==> src/rtl/cfs_pkg.sv <==
// shared constants, codes and types of the camera follow smoother
`default_nettype none

package cfs_pkg;

   // default fixed point layout
   localparam int FRAC_BITS_DEF  = 8;
   localparam int COORD_BITS_DEF = 16;

   // field and register widths
   localparam int OP_W       = 3;
   localparam int VIEW_W     = 13;
   localparam int SPEED_W    = 12;
   localparam int OUT_W      = 24;
   localparam int CSR_IDX_W  = 2;
   localparam int CSR_DATA_W = 13;

   // speed limit (10.0 with 8 fraction bits) and frame-rate divisor
   localparam int SPEED_MAX  = 2560;
   localparam int SPEED_DIV  = 60;

   // reset values of the configuration registers
   localparam int VIEW_W_RST = 640;
   localparam int VIEW_H_RST = 480;
   localparam int SPEED_RST  = 256;

   // request operation codes
   typedef enum logic [OP_W-1:0] {
      OP_JUMP,
      OP_JUMP_CENTRED,
      OP_AIM,
      OP_AIM_CENTRED,
      OP_TICK
   } op_type;

   // configuration register indexes
   typedef enum logic [CSR_IDX_W-1:0] {
      CSR_VIEW_WIDTH,
      CSR_VIEW_HEIGHT,
      CSR_FOLLOW_SPEED
   } csr_index_type;

   // sequencer states
   typedef enum logic [3:0] {
      ST_IDLE,
      ST_DIFF,
      ST_SQX,
      ST_SQY,
      ST_CHECK,
      ST_ROOT,
      ST_VMUL,
      ST_VDIV,
      ST_XMUL,
      ST_XDIV,
      ST_YMUL,
      ST_YDIV,
      ST_APPLY,
      ST_OUT
   } seq_state_type;

endpackage

`default_nettype wire

==> src/rtl/cfs_divider.sv <==
// iterative restoring divider, one quotient bit per cycle
`default_nettype none

module cfs_divider #(
   parameter int N_W = 52,
   parameter int D_W = 26
) (
   input  logic           clock,
   input  logic           reset,
   input  logic           start,
   input  logic [N_W-1:0] dividend,
   input  logic [D_W-1:0] divisor,
   output logic [N_W-1:0] quotient,
   output logic           done
);
   localparam int CNT_W = $clog2(N_W + 1);

   logic [D_W:0]   rem_ff, rem_in;
   logic [N_W-1:0] quo_ff, quo_in;
   logic [D_W-1:0] dsr_ff, dsr_in;
   logic [CNT_W-1:0] cnt_ff, cnt_in;
   logic           busy_ff, busy_in;
   logic           done_ff, done_in;
   logic [D_W:0]   shifted;
   logic [D_W:0]   dsr_ext;

   // one restoring step per cycle
   always_comb begin
      shifted = {rem_ff[D_W-1:0], quo_ff[N_W-1]};
      dsr_ext = {1'b0, dsr_ff};
      rem_in  = rem_ff;
      quo_in  = quo_ff;
      dsr_in  = dsr_ff;
      cnt_in  = cnt_ff;
      busy_in = busy_ff;
      done_in = 1'b0;
      if (start) begin
         rem_in  = '0;
         quo_in  = dividend;
         dsr_in  = divisor;
         cnt_in  = CNT_W'(N_W);
         busy_in = 1'b1;
      end else if (busy_ff) begin
         if (shifted >= dsr_ext) begin
            rem_in = shifted - dsr_ext;
            quo_in = {quo_ff[N_W-2:0], 1'b1};
         end else begin
            rem_in = shifted;
            quo_in = {quo_ff[N_W-2:0], 1'b0};
         end
         cnt_in = cnt_ff - CNT_W'(1);
         if (cnt_ff == CNT_W'(1)) begin
            busy_in = 1'b0;
            done_in = 1'b1;
         end
      end
   end

   // control state
   always_ff @(posedge clock) begin
      if (reset) begin
         busy_ff <= 1'b0;
         done_ff <= 1'b0;
         cnt_ff  <= '0;
      end else begin
         busy_ff <= busy_in;
         done_ff <= done_in;
         cnt_ff  <= cnt_in;
      end
   end

   // working registers
   always_ff @(posedge clock) begin
      rem_ff <= rem_in;
      quo_ff <= quo_in;
      dsr_ff <= dsr_in;
   end

   assign quotient = quo_ff;
   assign done     = done_ff;

endmodule

`default_nettype wire

==> src/rtl/camera_follow_smoother.sv <==
// camera follow smoother: top level with sequencer, shared multiplier and root unit
//
// Requests arrive on the req_ stream: tuser carries the operation, tdata the
// coordinates. Each request gives exactly one response on the rsp_ stream
// with the camera position (saturated to 24 bits) and the settled flag.
// Jump, aim and unused codes go from idle straight to the output state, where
// the response is registered as the sequencer returns to idle.
// A tick runs a sequence over one shared multiplier, a two-bit-per-cycle
// square root and one bit-serial divider used for the two step components;
// the division by the speed divisor is a shift and a reciprocal multiply.
// A tick ends in the same output state; the root is 26 bits wide at the
// default layout, and the two step divisions take most of a tick's time.
// req_tready is high only while the sequencer is idle, one request at a time.
// A finished response sits in an output register; the next request may be
// accepted while it waits, and a further result then holds until rsp_tready.
// Configuration is written through csr_ with no wait. The user must write it
// only while idle; the block itself does not enforce this.
// Synchronous reset clears position, target and both streams, and restores
// view 640x480 and speed 1.0.
`default_nettype none

module camera_follow_smoother #(
   parameter int FRAC_BITS  = cfs_pkg::FRAC_BITS_DEF,
   parameter int COORD_BITS = cfs_pkg::COORD_BITS_DEF
) (
   input  logic clock,
   input  logic reset,
   // request: tdata = coord_x, coord_y, zero pad; tuser = operation
   input  logic                                  req_tvalid,
   output logic                                  req_tready,
   input  logic [((2*COORD_BITS+7)/8)*8-1:0]     req_tdata,
   input  logic [cfs_pkg::OP_W-1:0]              req_tuser,
   // response: tdata = cam_x, cam_y, settled, zero pad
   output logic                                  rsp_tvalid,
   input  logic                                  rsp_tready,
   output logic [((2*cfs_pkg::OUT_W+1+7)/8)*8-1:0] rsp_tdata,
   // configuration write port
   input  logic                                  csr_wen,
   input  logic [cfs_pkg::CSR_IDX_W-1:0]         csr_index,
   input  logic [cfs_pkg::CSR_DATA_W-1:0]        csr_wdata
);
   import cfs_pkg::*;

   localparam int CX_W   = ((COORD_BITS > VIEW_W) ? COORD_BITS : VIEW_W) + 1;
   localparam int P_W    = CX_W + FRAC_BITS;
   localparam int R_W    = P_W + 1;
   localparam int SQ_W   = 2 * R_W;
   localparam int MUL_W  = R_W + 2;
   localparam int MP_W   = 2 * MUL_W;
   localparam int RSP_W  = ((2*OUT_W+1+7)/8)*8;
   localparam int IT_W   = $clog2(SQ_W/2 + 1);
   localparam int CMP_W  = (P_W > OUT_W) ? P_W : OUT_W;
   // speed divisor split into an odd factor and a power of two
   localparam int DIV_ODD = SPEED_DIV / 4;
   localparam int DIV_SH  = FRAC_BITS + 2;
   localparam int RCP_SH  = R_W + 4;
   localparam logic [MUL_W-1:0] RCP =
      MUL_W'(((64'd1 << RCP_SH) + DIV_ODD - 1) / DIV_ODD);
   localparam logic [SQ_W-1:0] SNAP = SQ_W'(1) << (2*FRAC_BITS);
   localparam logic [R_W-1:0]  ONE  = R_W'(1) << FRAC_BITS;
   localparam logic signed [CMP_W-1:0] OUT_MAX = CMP_W'((2**(OUT_W-1)) - 1);
   localparam logic signed [CMP_W-1:0] OUT_MIN = -OUT_MAX - CMP_W'(1);

   seq_state_type state_ff, state_in;

   logic signed [P_W-1:0] pos_x_ff, pos_x_in, pos_y_ff, pos_y_in;
   logic signed [P_W-1:0] goal_x_ff, goal_x_in, goal_y_ff, goal_y_in;
   logic [VIEW_W-1:0]  view_w_ff, view_w_in, view_h_ff, view_h_in;
   logic [SPEED_W-1:0] speed_ff, speed_in;
   logic [P_W-1:0]  ax_ff, ax_in, ay_ff, ay_in;
   logic            neg_x_ff, neg_x_in, neg_y_ff, neg_y_in;
   logic [SQ_W-1:0] sq_ff, sq_in, rn_ff, rn_in, res_ff, res_in, bit_ff, bit_in;
   logic [IT_W-1:0] iter_ff, iter_in;
   logic [R_W-1:0]  root_ff, root_in, v_ff, v_in, vq_ff, vq_in;
   logic [SQ_W-1:0] step_x_ff, step_x_in, step_y_ff, step_y_in;
   logic            rsp_tvalid_ff, rsp_tvalid_in;
   logic [RSP_W-1:0] rsp_tdata_ff, rsp_tdata_in;

   logic            req_fire;
   op_type          op;
   logic signed [CX_W-1:0] cx, cy;
   logic signed [P_W:0] dx, dy;
   logic [MUL_W-1:0] mul_a, mul_b;
   logic [MP_W-1:0] mul_p;
   logic [SQ_W-1:0] trial, res_next;
   logic [R_W-1:0]  spd_lim;
   logic            div_start, div_done;
   logic [SQ_W-1:0] div_dividend, div_quotient;
   logic [R_W-1:0]  div_divisor;
   logic signed [CMP_W-1:0] px_ext, py_ext;
   logic [OUT_W-1:0] sat_x, sat_y;
   logic            settled;
   logic            out_free;

   assign req_tready = (state_ff == ST_IDLE);
   assign req_fire   = req_tvalid && req_tready;
   assign op         = op_type'(req_tuser);
   assign out_free   = !rsp_tvalid_ff || rsp_tready;

   // shared multiplier operand select
   always_comb begin
      mul_a = '0;
      mul_b = '0;
      case (state_ff)
         ST_SQX: begin
            mul_a = MUL_W'(ax_ff);
            mul_b = MUL_W'(ax_ff);
         end
         ST_SQY: begin
            mul_a = MUL_W'(ay_ff);
            mul_b = MUL_W'(ay_ff);
         end
         ST_VMUL: begin
            mul_a = MUL_W'(root_ff);
            mul_b = MUL_W'(spd_lim);
         end
         ST_VDIV: begin
            mul_a = MUL_W'(vq_ff);
            mul_b = RCP;
         end
         ST_XMUL: begin
            mul_a = MUL_W'(ax_ff);
            mul_b = MUL_W'(v_ff);
         end
         ST_YMUL: begin
            mul_a = MUL_W'(ay_ff);
            mul_b = MUL_W'(v_ff);
         end
         default: begin
            mul_a = '0;
            mul_b = '0;
         end
      endcase
   end
   assign mul_p   = MP_W'(mul_a) * MP_W'(mul_b);
   assign spd_lim = (speed_ff > SPEED_W'(SPEED_MAX)) ? R_W'(SPEED_MAX) : R_W'(speed_ff);

   // divider launch for the step components, fed straight from the multiplier
   assign div_start    = (state_ff == ST_XMUL) || (state_ff == ST_YMUL);
   assign div_dividend = SQ_W'(mul_p);
   assign div_divisor  = root_ff;

   cfs_divider #(
      .N_W (SQ_W),
      .D_W (R_W)
   ) u_divider (
      .clock    (clock),
      .reset    (reset),
      .start    (div_start),
      .dividend (div_dividend),
      .divisor  (div_divisor),
      .quotient (div_quotient),
      .done     (div_done)
   );

   // request coordinates, optionally centred
   always_comb begin
      cx = CX_W'(signed'(req_tdata[COORD_BITS-1:0]));
      cy = CX_W'(signed'(req_tdata[2*COORD_BITS-1:COORD_BITS]));
      if (op inside {OP_JUMP_CENTRED, OP_AIM_CENTRED}) begin
         cx = cx - signed'(CX_W'(view_w_ff >> 1));
         cy = cy - signed'(CX_W'(view_h_ff >> 1));
      end
   end

   // deltas and one square-root step
   assign dx       = {goal_x_ff[P_W-1], goal_x_ff} - {pos_x_ff[P_W-1], pos_x_ff};
   assign dy       = {goal_y_ff[P_W-1], goal_y_ff} - {pos_y_ff[P_W-1], pos_y_ff};
   assign trial    = res_ff + bit_ff;
   assign res_next = (rn_ff >= trial) ? ((res_ff >> 1) + bit_ff) : (res_ff >> 1);

   // next state
   always_comb begin
      state_in = state_ff;
      case (state_ff)
         ST_IDLE:  if (req_fire) state_in = (op == OP_TICK) ? ST_DIFF : ST_OUT;
         ST_DIFF:  state_in = ST_SQX;
         ST_SQX:   state_in = ST_SQY;
         ST_SQY:   state_in = ST_CHECK;
         ST_CHECK: state_in = (sq_ff <= SNAP) ? ST_OUT : ST_ROOT;
         ST_ROOT:  if (iter_ff == IT_W'(1)) state_in = ST_VMUL;
         ST_VMUL:  state_in = ST_VDIV;
         ST_VDIV:  state_in = ST_XMUL;
         ST_XMUL:  state_in = ST_XDIV;
         ST_XDIV:  if (div_done) state_in = ST_YMUL;
         ST_YMUL:  state_in = ST_YDIV;
         ST_YDIV:  if (div_done) state_in = ST_APPLY;
         ST_APPLY: state_in = ST_OUT;
         ST_OUT:   if (out_free) state_in = ST_IDLE;
         default:  state_in = ST_IDLE;
      endcase
   end

   // datapath and register updates
   always_comb begin
      pos_x_in  = pos_x_ff;
      pos_y_in  = pos_y_ff;
      goal_x_in = goal_x_ff;
      goal_y_in = goal_y_ff;
      ax_in     = ax_ff;
      ay_in     = ay_ff;
      neg_x_in  = neg_x_ff;
      neg_y_in  = neg_y_ff;
      sq_in     = sq_ff;
      rn_in     = rn_ff;
      res_in    = res_ff;
      bit_in    = bit_ff;
      iter_in   = iter_ff;
      root_in   = root_ff;
      v_in      = v_ff;
      vq_in     = vq_ff;
      step_x_in = step_x_ff;
      step_y_in = step_y_ff;
      case (state_ff)
         ST_IDLE: begin
            if (req_fire && (op inside {OP_JUMP, OP_JUMP_CENTRED, OP_AIM,
                                        OP_AIM_CENTRED})) begin
               goal_x_in = {cx, {FRAC_BITS{1'b0}}};
               goal_y_in = {cy, {FRAC_BITS{1'b0}}};
               if (op inside {OP_JUMP, OP_JUMP_CENTRED}) begin
                  pos_x_in = {cx, {FRAC_BITS{1'b0}}};
                  pos_y_in = {cy, {FRAC_BITS{1'b0}}};
               end
            end
         end
         ST_DIFF: begin
            neg_x_in = dx[P_W];
            neg_y_in = dy[P_W];
            ax_in    = dx[P_W] ? P_W'(-dx) : P_W'(dx);
            ay_in    = dy[P_W] ? P_W'(-dy) : P_W'(dy);
         end
         ST_SQX: sq_in = SQ_W'(mul_p);
         ST_SQY: sq_in = sq_ff + SQ_W'(mul_p);
         ST_CHECK: begin
            if (sq_ff <= SNAP) begin
               pos_x_in = goal_x_ff;
               pos_y_in = goal_y_ff;
            end
            rn_in   = sq_ff;
            res_in  = '0;
            bit_in  = SQ_W'(1) << (SQ_W - 2);
            iter_in = IT_W'(SQ_W/2);
         end
         ST_ROOT: begin
            if (rn_ff >= trial) rn_in = rn_ff - trial;
            res_in  = res_next;
            bit_in  = bit_ff >> 2;
            iter_in = iter_ff - IT_W'(1);
            root_in = (res_next == '0) ? R_W'(1) : res_next[R_W-1:0];
         end
         // drop the power-of-two part of the speed divisor
         ST_VMUL: vq_in = R_W'(mul_p >> DIV_SH);
         // odd part of the divisor by reciprocal multiply, floor of one pixel
         ST_VDIV: begin
            v_in = ((mul_p >> RCP_SH) < MP_W'(ONE)) ? ONE : R_W'(mul_p >> RCP_SH);
         end
         ST_XDIV: if (div_done) step_x_in = div_quotient;
         ST_YDIV: if (div_done) step_y_in = div_quotient;
         ST_APPLY: begin
            pos_x_in = neg_x_ff ? (pos_x_ff - signed'(step_x_ff[P_W-1:0]))
                                : (pos_x_ff + signed'(step_x_ff[P_W-1:0]));
            pos_y_in = neg_y_ff ? (pos_y_ff - signed'(step_y_ff[P_W-1:0]))
                                : (pos_y_ff + signed'(step_y_ff[P_W-1:0]));
         end
         default: begin
            pos_x_in = pos_x_ff;
         end
      endcase
   end

   // configuration writes
   always_comb begin
      view_w_in = view_w_ff;
      view_h_in = view_h_ff;
      speed_in  = speed_ff;
      if (csr_wen) begin
         case (csr_index_type'(csr_index))
            CSR_VIEW_WIDTH:   view_w_in = csr_wdata[VIEW_W-1:0];
            CSR_VIEW_HEIGHT:  view_h_in = csr_wdata[VIEW_W-1:0];
            CSR_FOLLOW_SPEED: speed_in  = csr_wdata[SPEED_W-1:0];
            default:          view_w_in = view_w_ff;
         endcase
      end
   end

   // response formatting with output saturation
   always_comb begin
      px_ext  = CMP_W'(pos_x_ff);
      py_ext  = CMP_W'(pos_y_ff);
      sat_x   = (px_ext > OUT_MAX) ? OUT_W'(OUT_MAX) :
                (px_ext < OUT_MIN) ? OUT_W'(OUT_MIN) : px_ext[OUT_W-1:0];
      sat_y   = (py_ext > OUT_MAX) ? OUT_W'(OUT_MAX) :
                (py_ext < OUT_MIN) ? OUT_W'(OUT_MIN) : py_ext[OUT_W-1:0];
      settled = (pos_x_ff == goal_x_ff) && (pos_y_ff == goal_y_ff);
      rsp_tdata_in  = rsp_tdata_ff;
      rsp_tvalid_in = rsp_tvalid_ff && !rsp_tready;
      if (state_ff == ST_OUT && out_free) begin
         rsp_tdata_in  = RSP_W'({settled, sat_y, sat_x});
         rsp_tvalid_in = 1'b1;
      end
   end

   // control and architectural state
   always_ff @(posedge clock) begin
      if (reset) begin
         state_ff      <= ST_IDLE;
         pos_x_ff      <= '0;
         pos_y_ff      <= '0;
         goal_x_ff     <= '0;
         goal_y_ff     <= '0;
         view_w_ff     <= VIEW_W'(VIEW_W_RST);
         view_h_ff     <= VIEW_W'(VIEW_H_RST);
         speed_ff      <= SPEED_W'(SPEED_RST);
         rsp_tvalid_ff <= 1'b0;
         iter_ff       <= '0;
      end else begin
         state_ff      <= state_in;
         pos_x_ff      <= pos_x_in;
         pos_y_ff      <= pos_y_in;
         goal_x_ff     <= goal_x_in;
         goal_y_ff     <= goal_y_in;
         view_w_ff     <= view_w_in;
         view_h_ff     <= view_h_in;
         speed_ff      <= speed_in;
         rsp_tvalid_ff <= rsp_tvalid_in;
         iter_ff       <= iter_in;
      end
   end

   // working registers
   always_ff @(posedge clock) begin
      ax_ff        <= ax_in;
      ay_ff        <= ay_in;
      neg_x_ff     <= neg_x_in;
      neg_y_ff     <= neg_y_in;
      sq_ff        <= sq_in;
      rn_ff        <= rn_in;
      res_ff       <= res_in;
      bit_ff       <= bit_in;
      root_ff      <= root_in;
      v_ff         <= v_in;
      vq_ff        <= vq_in;
      step_x_ff    <= step_x_in;
      step_y_ff    <= step_y_in;
      rsp_tdata_ff <= rsp_tdata_in;
   end

   assign rsp_tvalid = rsp_tvalid_ff;
   assign rsp_tdata  = rsp_tdata_ff;

   // divider only reports back while the sequencer waits for it
   a_div_done_state: assert property (@(posedge clock) disable iff (reset)
      div_done |-> (state_ff == ST_XDIV || state_ff == ST_YDIV))
      else $error("divider finished outside a wait state");

   // a step never overshoots the target
   a_step_bound: assert property (@(posedge clock) disable iff (reset)
      state_ff == ST_APPLY |-> (step_x_ff <= SQ_W'(ax_ff)) && (step_y_ff <= SQ_W'(ay_ff)))
      else $error("step larger than remaining distance");

   // root of a distance past the snap radius is at least one pixel
   a_root_min: assert property (@(posedge clock) disable iff (reset)
      state_ff == ST_VMUL |-> root_ff >= ONE)
      else $error("root below one pixel");

   // snapping leaves the camera settled
   a_snap: assert property (@(posedge clock) disable iff (reset)
      state_ff == ST_CHECK && sq_ff <= SNAP |=>
         pos_x_ff == goal_x_ff && pos_y_ff == goal_y_ff)
      else $error("snap did not reach target");

endmodule

`default_nettype wire

==> config.mk <==
export PLATFORM = sky130hd
export DESIGN_NAME = camera_follow_smoother
export DESIGN_NICKNAME = d
export VERILOG_FILES = /design/src/rtl/cfs_pkg.sv /design/src/rtl/cfs_divider.sv /design/src/rtl/camera_follow_smoother.sv
export SDC_FILE = /design/constraint.sdc
export NUM_CORES = 2
export LEC_CHECK = 0
export ABC_CLOCK_PERIOD_IN_PS = 17800
export BUFFER_PORTS_ARGS = -buffer_cell sky130_fd_sc_hd__buf_2
export CORE_MARGIN = 5
export CORE_UTILIZATION = 60
export CTS_CLUSTER_SIZE = 12
export DETAILED_ROUTE_END_ITERATION = 8
export PLACE_DENSITY = 0.82
export SLEW_MARGIN = 20
export SYNTH_ARGS = -nofsm -noshare
export SYNTH_HDL_FRONTEND = slang
export SYNTH_HIERARCHICAL = 1
export SYNTH_SLANG_ARGS = --single-unit
==> constraint.sdc <==
create_clock -name clock -period 17.8 [get_ports clock]
set_input_delay 2.67 -clock clock [delete_from_list [all_inputs] [get_ports clock]]
set_output_delay 2.67 -clock clock [all_outputs]
set_load 0.02 [all_outputs]
==> out/summary.txt <==
Worst Hold Depth: 2
Final Hold Violating Endpoints: 0
die footprint: 118000 sq um
R2R cell count: 44
routability cong.: 1.03
reg2reg start: state_ff[2]
Hold Startpoint: view_w_ff[8]
H-Tree Depth: 3
detailed placement HPWL: 164000 um
Setup CP Type: reg2reg
most frequent CP cell: fa_1
I/O pins: 113
crit-path max cell delay: 800 ps
cell count after synthesis: 7457
Post-CTS Setup Repair Bufs: 0
Root Driver: clkbuf_16
Iter 0 DRT Violations: 7290
Worst-Skew Late Latency: 650 ps
Layout Nets: 8583
core area: 111000 sq um
Sink Count: 653
final worst path period need: 13450 ps
first-pass GRT wire length: 322000 um
DRT Wirelength: 211000 um
worst-margin pin slew: 1090 ps
Post-synth ARST share: 0%
PortBufs: 105
CTS tree: built
Area growth, synth to finish: 6.64%
crit path DAT: 13790 ps
Reg clk slew, reported paths: 70 ps
cell taking the most area after synthesis: edfxtp_1
setup repair after global routing missed its margin: false
WL per Instance: 23.6 um
largest family of logic cells by synthesized area: adder cells
FMAX: 74.4 MHz
die height: 344 um
vias in the first global route: 55352
worst r2r dst: sq_ff[49]
GRT Residual Overflow: 0
sequential share of the synthesized area: 26.9%
CTS Buf Count: 73
hold endpoint: view_w_ff[8]
Vias: 56641
Critical Path Source: state_ff[2]
Main synth FF type: edfxtp_1
Synth Register Bits: 653
fraction of layout cells with a size suffix above 1: 6.88%
endpoints failing setup: 0
Final Cycle Share: 75.6%
Yosys top cell area share: 22.0%
post-synthesis adder-cell area fraction: 27.7%
Slew Limit Headroom: 27.2%
Area contributors post-synth: edfxtp_1 22%, fa_1 18%, ha_1 9.5%
First-pass DRT Iterations: 8
GR Util All Layers: 35.3%
Synth Area in Compound Gates: 15.0%
Netlist cell types: 101
Synth Area in Simple Gates: 16.3%
number of max-cap violations: 0
CP max FO: 54
post-synthesis xor/xnor area fraction: 5.98%
largest net degree at the start of global routing: 89
worst min path class: reg2reg
skew final: 30.5 ps
post-synthesis mux area share: 1.17%
Routed Antenna Nets: 0
CTS-repair resized insts: 0
initial antenna violation count: 10
hold-fix buffers at CTS: 0
crit start category: flop
reg-to-reg slack, setup: 4350 ps
Syn Area/Cell: 8.96 sq um
Slowest-stage cell, CP: dfxtp_1
Yosys Warn Count: 6
Vias/cell: 6.32
CTS Buffer Depth: 3
status: finished clean
Die W: 344 um
Site Rows: 122
initial core utilization: 60.4%
CP Capture Type: flop
setup TNS: 0 ps
Mapped Area: 66800 sq um
drc violations: 0
Final Max Tran Viols: 0
number of synthesized flops with an enable pin: 489
fillers: 8956
CP required: 18150 ps
-- registers in the layout, indices dropped and copies added, names as in the netlist, 25 cells and up --
signal and cells:
v_ff 26, step_y_ff 25, pos_y_ff 25, bit_ff 26
vq_ff 26, sq_ff 52, ax_ff 25, u_divider/rem_ff 26
rsp_tdata 49, res_ff 52, u_divider/dsr_ff 26, pos_x_ff 25
step_x_ff 25, rn_ff 52, u_divider/quotient 52, div_divisor 26
ay_ff 25
-- per-layer routing --
layer,GRT usage [%],up-vias,wire [um]
li1,-,25199,-
met1,47.0,27387,80500
met2,54.0,3397,92300
met3,8.08,658,25100
met4,18.7,0,13300
met5,0,-,0
-- logic make-up after synthesis --
kind of cell / Yosys count
and+or+nand+nor: 2406
AOI/OAI and AO/OA: 1531
DFF: 653
adders and majority gates: 1112
buffers and inverters: 1226
muxes: 71
xor gates and xnor gates: 456
other: 2
-- placed cells by master, fill, tap and decap left out, types with 41 or more instances in the layout --
cell type / instances
nor4_1: 48
fa_1: 607
o21a_1: 42
clkbuf_16: 75
o21ai_0: 307
a31oi_1: 80
ha_1: 505
nand2_1: 963
nor2_1: 679
a21o_1: 202
o21bai_1: 50
a211oi_1: 98
nand3_1: 94
mux2_2: 58
nand4_1: 73
buf_4: 120
edfxtp_1: 489
nor3_1: 118
xnor2_1: 280
a21oi_1: 393
inv_1: 866
buf_2: 104
xor2_1: 170
nor2b_1: 52
nand2b_1: 56
dfxtp_1: 164
and2_1: 114
and3_1: 41
-- synth_stat cells (all sizes together) (59+ instances only) --
cell,number
a211oi,100
a21o,203
a21oi,397
a31oi,81
and2,118
clkbuf,312
dfxtp,164
edfxtp,489
fa,607
ha,505
inv,869
nand2,963
nand2b,59
nand3,95
nand4,73
nor2,688
nor3,123
o21ai,317
xnor2,285
xor2,171
-- worst max-delay path by stage --
stage	slack [ps]	cells past startpoint	endpoint
6_report	4350	44	sq_ff[49]
5_1_grt	3580	44	sq_ff[49]
4_1_cts	4570	44	sq_ff[49]
3_5_place_dp	4640	44	sq_ff[49]
3_3_place_gp	4760	44	sq_ff[49]
2_1_floorplan	6350	47	sq_ff[49]
-- stage by stage --
stage | instance area (sq um) | setup slack [ps] | hold WS [ps] | utilization [%] | std cells
finish | 71200 | 4350 | 456 | 64.4 | 8969
global route | 71200 | 3580 | 467 | 64.3 | 8962
CTS | 71200 | 4570 | 455 | 64.3 | 8960
detailed placement | 68900 | 4640 | 447 | 62.3 | 8829
global placement | 68900 | 4760 | 443 | 62.3 | 8829
floorplan | 66800 | 6350 | 426 | - | 7473
-- critical path, delay by kind of cell, from the launching register on --
family / cells / cell delay (ps)
DFF: 1 / 800
AOI/OAI and AO/OA: 12 / 3450
buffers and inverters: 7 / 900
adders and majority gates: 9 / 4510
and+or+nand+nor: 14 / 2830
xor gates and xnor gates: 2 / 670
-- layout make-up --
type | instances | area [sq um] | area share [%]
Clock buffer | 101 | 2010 | 2.83
Tap cell | 1488 | 1860 | 2.61
Clock inverter | 30 | 284 | 0.399
Sequential cell | 653 | 18000 | 25.2
Antenna cell | 9 | 22.5 | 0.0316
Multi-Input combinational cell | 5594 | 44400 | 62.3
Inverter | 870 | 3270 | 4.59
Timing Repair Buffer | 224 | 1420 | 2.00
Power is not shown: default switching activity piles up to over one toggle a cycle in this logic, so the estimate is an artifact.
